**src/sv/cbm_pkg.sv**
```systemverilog
// shared types and constants for the cartridge bank mapper
package cbm_pkg;

  localparam int unsigned RAM_BYTES_DEF = 8192;
  localparam int unsigned BANK_BITS_DEF = 8;

  localparam int unsigned ADDR_W = 16;
  localparam int unsigned DATA_W = 8;
  localparam int unsigned ROM_AW = 21;
  localparam int unsigned CNT_W  = 16;

  localparam logic [ADDR_W-1:0] WIN_LO       = 16'hB800;
  localparam logic [ADDR_W-1:0] WIN_HI       = 16'hD800;
  localparam logic [ADDR_W-1:0] PRG_LO       = 16'h8000;
  localparam logic [ADDR_W-1:0] WRAM_LO      = 16'h6000;
  localparam logic [3:0]        IRQ_PAGE     = 4'hE;
  localparam logic [3:0]        BANK_PAGE    = 4'hF;
  localparam logic [CNT_W-1:0]  TARGET_RESET = 16'd7560;
  localparam logic [1:0]        FIXED_BANK   = 2'd3;
  localparam int unsigned       IRQ_EN_BIT   = 1;

  typedef enum logic [1:0] {
    FUNC_READ  = 2'd0,
    FUNC_WRITE = 2'd1,
    FUNC_TICK  = 2'd2
  } func_e;

  typedef enum logic [1:0] {
    KIND_NONE   = 2'd0,
    KIND_ROM    = 2'd1,
    KIND_RAM_RD = 2'd2,
    KIND_RAM_WR = 2'd3
  } kind_e;

  // control to the irq timer
  typedef struct packed {
    logic tick;
    logic ctl_wr;
    logic ctl_en;
  } irq_ctl_t;

  // everything the decoder derives from one beat (ram index kept separately)
  typedef struct packed {
    kind_e             kind;
    logic [ROM_AW-1:0] rom_addr;
    logic              ram_rd;
    logic              ram_wr;
    logic              bank_wr;
    irq_ctl_t          irq;
  } dec_t;

endpackage

```
**src/sv/cbm_decode.sv**
```systemverilog
// bus access decoder: address windows, rom address forming, register writes
module cbm_decode #(
  parameter int unsigned BANK_BITS = 8,
  parameter int unsigned RAM_AW    = 13
) (
  input  logic [1:0]                    func_i,
  input  logic [cbm_pkg::ADDR_W-1:0]    addr_i,
  input  logic [cbm_pkg::DATA_W-1:0]    data_i,
  input  logic [BANK_BITS-1:0]          bank_i,
  output cbm_pkg::dec_t                 dec_o,
  output logic [RAM_AW-1:0]             ram_idx_o
);
  import cbm_pkg::*;

  logic             in_win;
  logic [ADDR_W-1:0] win_off;

  assign in_win    = (addr_i >= WIN_LO) && (addr_i < WIN_HI);
  assign win_off   = addr_i - WIN_LO;
  assign ram_idx_o = win_off[RAM_AW-1:0];

  always_comb begin
    dec_o          = '0;
    dec_o.kind     = KIND_NONE;
    unique case (func_i)
      FUNC_READ: begin
        if (in_win) begin
          dec_o.kind   = KIND_RAM_RD;
          dec_o.ram_rd = 1'b1;
        end else if (addr_i >= PRG_LO) begin
          dec_o.kind     = KIND_ROM;
          dec_o.rom_addr = (ROM_AW'(FIXED_BANK) << 15) | ROM_AW'(addr_i[14:0]);
        end else if (addr_i >= WRAM_LO) begin
          dec_o.kind     = KIND_ROM;
          dec_o.rom_addr = (ROM_AW'(bank_i) << 13) | ROM_AW'(addr_i[12:0]);
        end
      end
      FUNC_WRITE: begin
        if (in_win) begin
          dec_o.kind   = KIND_RAM_WR;
          dec_o.ram_wr = 1'b1;
        end else if (addr_i[15:12] == IRQ_PAGE) begin
          dec_o.irq.ctl_wr = 1'b1;
          dec_o.irq.ctl_en = data_i[IRQ_EN_BIT];
        end else if (addr_i[15:12] == BANK_PAGE) begin
          dec_o.bank_wr = 1'b1;
        end
      end
      FUNC_TICK: dec_o.irq.tick = 1'b1;
      default:   dec_o.kind = KIND_NONE;
    endcase
  end

endmodule

```
**config.mk**
```make
export PLATFORM = sky130hd
export DESIGN_NAME = cbm_decode
export DESIGN_NICKNAME = d
export VERILOG_FILES = /design/src/sv/cbm_pkg.sv /design/src/sv/cbm_decode.sv
export SDC_FILE = /design/constraint.sdc
export NUM_CORES = 1
export LEC_CHECK = 0
export ABC_AREA = 0
export BUFFER_PORTS_ARGS = -buffer_cell sky130_fd_sc_hd__buf_2
export CAP_MARGIN = 10
export CELL_PAD_IN_SITES_DETAIL_PLACEMENT = 1
export CELL_PAD_IN_SITES_GLOBAL_PLACEMENT = 1
export CORE_ASPECT_RATIO = 0.7
export CORE_UTILIZATION = 13
export DETAILED_ROUTE_END_ITERATION = 12
export PLACE_DENSITY_LB_ADDON = 0.1
export SETUP_SLACK_MARGIN = 0.4
export SYNTH_ARGS = -nofsm -noshare
export SYNTH_HDL_FRONTEND = slang
export SYNTH_SLANG_ARGS = --single-unit
```
**constraint.sdc**
```tcl
create_clock -name vclk -period 1
set_input_delay 0.05 -clock vclk [all_inputs]
set_output_delay 0.05 -clock vclk [all_outputs]
set_load 0.1 [all_outputs]
```
# Yosys cells after proc, flatten, opt, wreduce, memory -nomap -nowiden
# Index checks and enable logic that the tools add are counted.
# classes
n_addsub	1
magnitude_cmp	4
n_eq_ne	4
n_mux	16
bitwise_logic	1
n_reduce_logical	2
# ops
op	n
22-bit 2-to-1 mux	3
16-bit >= comparator (second input constant)	2
21-bit 2-to-1 mux	1
21-bit by 13-bit bitwise OR with 21-bit output	1
16-bit by 15-bit >= comparator with 1-bit output (second input constant)	1
16-bit less-than comparator (second input constant)	1
13-bit subtractor (second input constant)	1
2-bit 2-to-1 mux	6
4-bit equality test (second input constant)	2
1-bit 2-to-1 mux	5
2-bit case mux with 2 select lines	1
2-bit by 1-bit equality test with 1-bit output (second input constant)	1
2-bit equality test (second input constant)	1
2-bit zero test	1
1-bit logical AND	1
# word_totals
regBits	0
in_bits	34
out_inout_bits	42
wordCells	28

# Longest topological paths before layout
# depth
ltp_word	5
mapped_depth	5
mapped_depth_nobuf	4

# Worst setup path after synthesis
# Ideal clock, no wire load.
# synth_timing
path_type	input-to-output
start	input port addr_i[13] (netlist bit)
end	output port dec_o[5] (netlist bit)
t_arrival_ns	2.689
t_required_ns	0.950
path_slack_ns	-1.739
cell_stages	4
path_buffers	0
cell_sequence	or2b_1 > mux2i_2 > nand2_1 > nor3_1
# synth_rtl
item	line_no	rtl
from (decl)	cbm_decode.sv:7	input logic [cbm_pkg::ADDR_W-1:0] addr_i,
to (decl)	cbm_decode.sv:10	output cbm_pkg::dec_t dec_o,

==> flow_summary.toml <==
[cells_and_area]
fin_cells = 175
finished_layout_cell_area_um2 = 1670
area_of_the_multi_input_gates_um2 = 489
final_net_count = 176
seq_area_um2 = 0
drive_above_1_share = 0.950
clkbuf_count = 0
seq_cells = 0
filler_cell_count = 296
antenna_cells = 0
syn2layout_area_growth_pct = 309

[logic_synthesis]
syn_avg_cell_area_um2 = 6.91
syn_nets = 94
synth_warnings = 0
syn-cell-area_um2 = 408
ys_types = 20
synth_cells = 59
ys_seq_area_frac = 0

[floorplan]
rows = 16
io_pins = 76
dieArea_um2 = 3370
die_y_um = 48.9
starting_utilization_of_the_core_area = 0.141
design.core.area_um2 = 2880
dieWidth_um = 69.0

[setup_path]
timing.critical_path.slowest_cell_delay_ps = 360
worst-setup-path-type = "input pin to primary output"
worst_setup_path_end_kind = "primary output"
timing.critical_path.required_ps = 950
crit_path_cell_trace = "buf_8 -> or2b_1 -> mux2i_4 -> a2111oi_4 -> buf_4 -> and2_4 -> buf_12"
critical_path_peak_fanout = 7
worst_ep_arrival_time_ps = 1320
slowest_stage = "sky130_fd_sc_hd__a2111oi_4"
critical_path.top_delay_family = "buffers and inverters"
path_buf_inv = 3
startpoint_type = "input pin"

[timing]
timing_max_transition_violations_final = 0
clock.fmax_mhz = 728
layout_min_cycle_time_ps = 1370
grt_setup_unrepaired = "yes"
timing.final.hold_violations = 0
final_min_period_over_clock_period = 1.37
max-slew-margin-rel = 0.778
timing.hold.ws_ps = 429
worst_pin_slew_ps = 333
setup_viol = 28
post-route-worst-setup-slack_ps = -375

[run_status]
violations_in_the_final_reports = "negative setup slack"
status = "complete, but fails checks"

[grt]
first_global_vias = 737
grt_pass1_wl_um = 3330
grt_start_max_net_pins = 8
grt_remaining_overflow = 0
grt_usage = 0.124
number_of_antenna_violations_at_the_first_check_in_global_routing = 0

[detailed_routing]
wl_per_cell_um = 12.4
routed.top_layer = "met3"
wl_um = 2160
num_vias = 696
route.met2.wl_um = 1200
vias_per_cell = 3.98
firstDrtPassIters = 2
drt_iter0_drc = 4
drt_drc_violations_left = 0
wl_met1_um = 802
antenna_left = 0
routed-wl-met3_um = 159

[clock_tree]
hold_buffers = 0

[power_and_ir_drop]
power_leakage_nw = 0.756
ir_drop_uv = 268
cellPowerDensity_nw_per_um2 = 639

[placement]
post_dp_cell_area_um2 = 1420
port_buffers = 69
gp_congestion = 0.679
place.detailed.hpwl_um = 1820
place_inst = 166

[worst_hold_path]
hp-class = "input pin to primary output"

[flow_run]
maxCapViolCount = 0
==> per-stage QoR <==
step           utilization  setup TNS, ps  total power, mW  setup WS [ps]
2_1_floorplan            -          -6180            0.667           -483
3_3_place_gp         0.494          -7580            0.950           -360
3_5_place_dp         0.494          -9070            0.961           -429
4_1_cts              0.540          -7900             1.02           -395
5_1_grt              0.579         -10090             1.10           -440
6_report             0.579          -8420             1.07           -375
==> Yosys cell counts, drive strengths merged (2+ instances only) <==
library cell,count,share of area
o21a,2,0.037
nand2,2,0.018
inv,2,0.018
or2b,2,0.037
nor2b,2,0.031
a21oi,3,0.037
nor2,5,0.046
and4b,2,0.049
buf,13,0.24
and2,18,0.28
==> power breakdown <==
| group | internal, mW | switching [mW] |
|---|---|---|
| registers | 0 | 0 |
| logic | 0.399 | 0.667 |
| clock network | 0 | 0 |
| total | 0.399 | 0.667 |
==> per-layer routing <==
layer,track usage,vias to the layer above
met5,0,-
met4,0,0
met3,0.0234,0
met2,0.243,27
met1,0.143,326
li1,-,343
==> cell type report <==
cell class | count | area share
Timing Repair Buffer | 93 | 0.671
Multi-Input combinational cell | 44 | 0.293
Inverter | 2 | 0.00825
Tap cell | 36 | 0.0270
==> cells in the final DEF (no fill, tap or decap), drive strengths merged <==
| cell type | instances |
|---|---|
| a2111oi | 1 |
| a21oi | 3 |
| and2 | 18 |
| and4b | 2 |
| buf | 93 |
| clkinvlp | 1 |
| ha | 1 |
| inv | 1 |
| mux2i | 1 |
| nand2 | 2 |
| nand2b | 1 |
| nand4 | 1 |
| nor2 | 5 |
| nor2b | 2 |
| nor3 | 1 |
| nor4 | 1 |
| o21a | 2 |
| o21bai | 1 |
| or2b | 2 |
==> what timing repair did <==
item / 4_1_cts / 5_1_grt
hold endpoints to repair: 0 / 0
endpoints found under the setup margin: 42 / 31
cloned: 0 / 0
gates resized for setup: 35 / 16
setup buffers: 2 / 7
pin swaps: 11 / 6
==> cells by family (layout without fill, tap and decap cells) <==
family          Yosys count  after routing  synth area share
fa+ha+maj                 1              1            0.0307
mux                       1              1            0.0337
buf+inv                  15             95             0.261
compound gates            7              7             0.160
simple gates             35             35             0.515
==> final timing paths <==
path                   start      endpoint  depth (start not counted)  slack (ps)
setup / recovery  addr_i[14]     dec_o[14]                          7        -370
hold / removal     addr_i[3]  ram_idx_o[3]                          2         430
Note: power is estimated with default switching activity, not from simulation.
