===== config.mk =====
export PLATFORM = sky130hd
export DESIGN_NAME = cbm_irq_timer
export DESIGN_NICKNAME = d
export VERILOG_FILES = /design/src/sv/cbm_pkg.sv /design/src/sv/cbm_irq_timer.sv
export SDC_FILE = /design/constraint.sdc
export NUM_CORES = 1
export LEC_CHECK = 0
export ABC_AREA = 1
export BUFFER_PORTS_ARGS = -buffer_cell sky130_fd_sc_hd__buf_2
export CORE_MARGIN = 4
export CORE_UTILIZATION = 49
export DETAILED_ROUTE_END_ITERATION = 6
export PLACE_DENSITY = 0.74
export SLEW_MARGIN = 10
export SYNTH_ARGS = -nofsm -noshare
export SYNTH_HDL_FRONTEND = slang
export SYNTH_SLANG_ARGS = --single-unit

===== constraint.sdc =====
create_clock -name clk_i -period 1.7 [get_ports clk_i]
set_input_delay 0.17 -clock clk_i [delete_from_list [all_inputs] [get_ports clk_i]]
set_output_delay 0.17 -clock clk_i [all_outputs]
set_load 0.05 [all_outputs]

===== src/sv/cbm_pkg.sv =====
// shared types and constants for the cartridge bank mapper
package cbm_pkg;

  localparam int unsigned RAM_BYTES_DEF = 8192;
  localparam int unsigned BANK_BITS_DEF = 8;

  localparam int unsigned ADDR_W = 16;
  localparam int unsigned DATA_W = 8;
  localparam int unsigned ROM_AW = 21;
  localparam int unsigned CNT_W  = 16;

  localparam logic [ADDR_W-1:0] WIN_LO       = 16'hB800;
  localparam logic [ADDR_W-1:0] WIN_HI       = 16'hD800;
  localparam logic [ADDR_W-1:0] PRG_LO       = 16'h8000;
  localparam logic [ADDR_W-1:0] WRAM_LO      = 16'h6000;
  localparam logic [3:0]        IRQ_PAGE     = 4'hE;
  localparam logic [3:0]        BANK_PAGE    = 4'hF;
  localparam logic [CNT_W-1:0]  TARGET_RESET = 16'd7560;
  localparam logic [1:0]        FIXED_BANK   = 2'd3;
  localparam int unsigned       IRQ_EN_BIT   = 1;

  typedef enum logic [1:0] {
    FUNC_READ  = 2'd0,
    FUNC_WRITE = 2'd1,
    FUNC_TICK  = 2'd2
  } func_e;

  typedef enum logic [1:0] {
    KIND_NONE   = 2'd0,
    KIND_ROM    = 2'd1,
    KIND_RAM_RD = 2'd2,
    KIND_RAM_WR = 2'd3
  } kind_e;

  // control to the irq timer
  typedef struct packed {
    logic tick;
    logic ctl_wr;
    logic ctl_en;
  } irq_ctl_t;

  // everything the decoder derives from one beat (ram index kept separately)
  typedef struct packed {
    kind_e             kind;
    logic [ROM_AW-1:0] rom_addr;
    logic              ram_rd;
    logic              ram_wr;
    logic              bank_wr;
    irq_ctl_t          irq;
  } dec_t;

endpackage


===== src/sv/cbm_irq_timer.sv =====
// cpu cycle counter with compare-match interrupt
module cbm_irq_timer (
  input  logic                        clk_i,
  input  logic                        rst_ni,
  input  logic                        step_i,
  input  cbm_pkg::irq_ctl_t           ctl_i,
  input  logic [cbm_pkg::CNT_W-1:0]   target_i,
  output logic                        line_d_o
);
  import cbm_pkg::*;

  logic             en_q, en_d;
  logic [CNT_W-1:0] cnt_q, cnt_d;
  logic             line_q, line_d;

  always_comb begin
    en_d   = en_q;
    cnt_d  = cnt_q;
    line_d = line_q;
    if (ctl_i.ctl_wr) begin
      en_d   = ctl_i.ctl_en;
      cnt_d  = '0;
      line_d = 1'b0;
    end else if (ctl_i.tick && en_q) begin
      cnt_d = cnt_q + 1'b1;
      if (cnt_d == target_i) begin
        line_d = 1'b1;
      end
    end
  end

  assign line_d_o = line_d;

  always_ff @(posedge clk_i or negedge rst_ni) begin
    if (!rst_ni) begin
      en_q   <= 1'b0;
      cnt_q  <= '0;
      line_q <= 1'b0;
    end else if (step_i) begin
      en_q   <= en_d;
      cnt_q  <= cnt_d;
      line_q <= line_d;
    end
  end

endmodule


# Word-level counts from Yosys, hierarchy flattened
# Cells that the tools add are included.
[op_classes]
add_sub_neg = 1
n_mul = 0
n_div = 0
order_cmp = 0
eq_ne = 1
shifts = 0
mux = 5
bitwise_logic = 0
reduce_logical = 4
[ops]
columns = ["operator", "count"]
rows = [
  ["$mux W16", 2],
  ["$add A16 B1 Y16 const B", 1],
  ["$eq A16 B16 Y1", 1],
  ["$reduce_and A2 Y1", 2],
  ["$mux W1", 3],
  ["$reduce_bool A2 Y1", 1],
  ["$logic_and A1 B1 Y1", 1],
]
[word_totals]
regBits = 18
latch_bits = 0
mem_bits_rw = 0
rom_bits = 0
inputBits = 22
out_inout_bits = 1
elab_cells = 14
memories = 0

# Logic depth before layout (Yosys ltp)
[depth]
ltp_word = 5
ltp_mapped = 14
mapped_depth_nobuf = 14

# Worst setup path after synthesis
# No wires, ideal clock.
[synth_path]
kind = "reg-to-output"
startpoint = "register cnt_q[0]"
endpoint = "output port line_d_o"
t_arrival_ns = 2.127
t_required_ns = 1.530
path_slack_ns = -0.597
path_stages_with_launch = 14
n_path_buf = 0
cell_sequence = "dfrtp_1 ha_1 nand2_1 nor2_2 nand3_1 nand2_1 nand2_1 nand2_1 nand2_1 nor2_1 nand3_1 nor2_1 nor2_1 nor2_1"
[synth_via]
elab_chain_len = 5
[synth_rtl]
columns = ["element", "line_no", "source"]
rows = [
  ["start: declaration", "cbm_irq_timer.sv:13", "logic [CNT_W-1:0] cnt_q, cnt_d;"],
  ["start signal: assignment", "cbm_irq_timer.sv:41", "cnt_q <= cnt_d;"],
  ["$add A16 B1 Y16", "cbm_irq_timer.sv:25", "cnt_d = cnt_q + 1'b1;"],
  ["$eq A16 B16 Y1", "cbm_irq_timer.sv:26", "if (cnt_d == target_i) begin"],
  ["$mux W1", "cbm_irq_timer.sv:26", ""],
  ["$mux W1", "cbm_irq_timer.sv:24", "end else if (ctl_i.tick && en_q) begin"],
  ["$mux W1", "cbm_irq_timer.sv:20", "if (ctl_i.ctl_wr) begin"],
  ["end: declaration", "cbm_irq_timer.sv:8", "output logic line_d_o"],
]
# No other way between the ends.

# Worst setup path after layout
# Ends and elaborated chain as after synthesis.

==> qor.yml <==
status: "complete, but fails checks"
violations: "setup timing"
synthToLayoutAreaGrowth_pct: 40.5
cts_buffers: 3
postSynthNetCount: 252
grt_pass1_vias: 1592
ys_ff_latch: 18
yosysTopAreaCellShare_pct: 31.7
cts_root_buf: "clkbuf_4"
pwr_density_cell_mw_per_mm2: 436
yosys.area.top_type: "dfrtp_1"
post-route-drc-count: 0
syn_inst: 229
synth_common_cells: "71 x nand2_1, 39 x nand3_1, 34 x inv_1"
slew_viol_final: 0
yosysMostFrequentCell: "nand2_1"
avgSynthCellArea_um2: 6.21
pin_count: 23
core-area_mm2: 0.00276
setup_ws_ps: -727
crit_path_start_kind: "flop"
path_common_cell: "nand3_1"
crit_required_ps: 1530
grt_max_degree: 19
hpwl_um: 3060
via_count: 1787
initial_core_util_pct: 51.6
ys_types: 20
finalHoldViolCount: 0
crit_family: "simple AND/OR/NAND/NOR gates"
insertion_delay_ps: 300
fin_crit_ps: 2430
synthTopCellsByArea: "dfrtp_1 32%, nand2_1 19%, nand3_1 14%"
clock.fmax_ghz: 0.412
cts_tree: "yes"
ys_seq_area_share_pct: 31.7
postLayoutCellArea_mm2: 0.00200
period_share_pct: 143
slowest_delay_ps: 390
grt_pass1_wl_um: 6770
tightest_slew_ps: 575
grt_use_total_pct: 24.2
syn-cell-area_mm2: 0.00142
cts.sinks: 18
cts_max_level: 1
rsz0062_at_grt: "true"
synth-main-ff-cell: "dfrtp_1"
arrival_ps: 2260
num_rows: 19
wl_per_cell_um: 13.0
finalWirelength_um: 4220
gp_congestion: 0.844
nNetsFinal: 317
async_reset_ff_share_pct: 100
slowest_stage: "dfrtp_1"
dr.pass1.iters: 4
dieArea_mm2: 0.00383
grt-ovfl-total: 0
critical_path_buf_inv_count: 2
path_clk_slew_ps: 120
ir_worst_vdd_v: 0.000490
antenna_found_initial: 0
post_dp_cell_area_mm2: 0.00183
synth_edf_count: 0
layout-drive-gt1-share_pct: 29.4
finalSetupViolCount: 2
io_buffers: 22
cts_buffer_depth: 2
slew_headroom_pct: 61.6
drtIter0Drc: 91
avgViaCountPerCell: 5.52
p_leak_nw: 0.997
fill_cells: 232
die_x_um: 61.9
fin_skew_ps: 7.03
antenna_left: 0
fin_setup_tns_ps: -889
path_class: "flop to output pin"
cap_violations: 0
synth_warnings: 0
diodes: 0
crit_path_max_fanout: 4
critPathCaptureType: "output pin"
chipHeight_um: 61.9
hold_class: "input port to flop"
crit_chain: "buf_4 > nand3_1 > nor2_1 > nand4_1 > nand3_1 > nand2_1 > nor2_1 > nand3_1 > nor2_2 > nor2_2 > nor2_4 > buf_8"
[path summary, 6_finish.rpt]
| path | startpoint | to | slack [ps] | cells after the start |
|---|---|---|---|---|
| hold reg to reg | en_q | en_q | 530 | 1 |
| hold / removal | ctl_i[0] | en_q | 90 | 2 |
| setup reg to reg | cnt_q[0] | line_q | -160 | 11 |
| setup / recovery | cnt_q[0] | line_d_o | -730 | 12 |
| max in group asynchronous | rst_ni | cnt_q[1] | 1050 | 2 |
| min in group asynchronous | rst_ni | cnt_q[13] | 320 | 2 |
[layout by cell type (no fill, tap or decap), drive strengths merged, types with 2 or more instances in the layout]
master,n
inv,35
nand2,71
nand3b,4
buf,61
dfrtp,18
o21ai,12
clkbuf,4
xnor2,2
nor2,24
o22ai,7
nand4,11
nand3,39
[registers in the layout, summed over array words and instances, names as in the netlist]
register	count
cnt_q	16
en_q	1
line_q	1
[final cells by class]
type | count | area (um^2) | share of cell area, %
clock buffers | 4 | 36.3 | 1.81
inverters | 35 | 131 | 6.57
multi-input cells | 174 | 906 | 45.3
flip-flops and latches | 18 | 452 | 22.6
well taps | 31 | 38.8 | 1.94
repair buffers | 62 | 435 | 21.8
[through the flow]
| step | hold slack (ps) | setup WS [ps] | total power [mW] | cells | utilization, % |
|---|---|---|---|---|---|
| after global placement | 133 | -466 | 0.580 | 314 | 66.3 |
| after CTS | 94.0 | -719 | 0.860 | 323 | 70.6 |
| after detailed placement | 138 | -506 | 0.582 | 314 | 66.3 |
| after floorplan | -126 | -213 | 0.512 | 229 | - |
| final | 91.2 | -727 | 0.871 | 324 | 72.5 |
| after global routing | 84.0 | -898 | 0.906 | 324 | 72.5 |
[cells by family after synthesis]
| family | share of synthesized area, % |
|---|---|
| and+or+nand+nor | 46.8 |
| buffers and inverters | 10.0 |
| AOI/OAI and AO/OA | 8.00 |
| DFF | 31.7 |
| xor gates and xnor gates | 1.85 |
| muxes | 0.792 |
| adders and majority gates | 0.879 |
[routing by layer]
metal  global-route usage, %  vias up  part of all wire (%)
met3                    2.27       15                   6.4
li1                        -      887                     -
met2                    44.8       64                    50
met4                    9.70        0                   3.1
met1                    28.3      821                    40
met5                       0        -                     0
[timing repair]
action | 4_1_cts | 5_1_grt
hold buffers | 1 | 0
endpoints found under the hold margin | 18 | 0
pin swaps | 16 | 7
gates resized for setup | 17 | 10
gates cloned | 1 | 0
setup buffers | 3 | 2
endpoints found under the setup margin | 2 | 4
[power by group]
part	switching (mW)	internal (mW)
registers	0.00634	0.436
clock network	0.148	0.131
logic	0.0806	0.0691
Note: power is estimated with default switching activity, not from simulation.
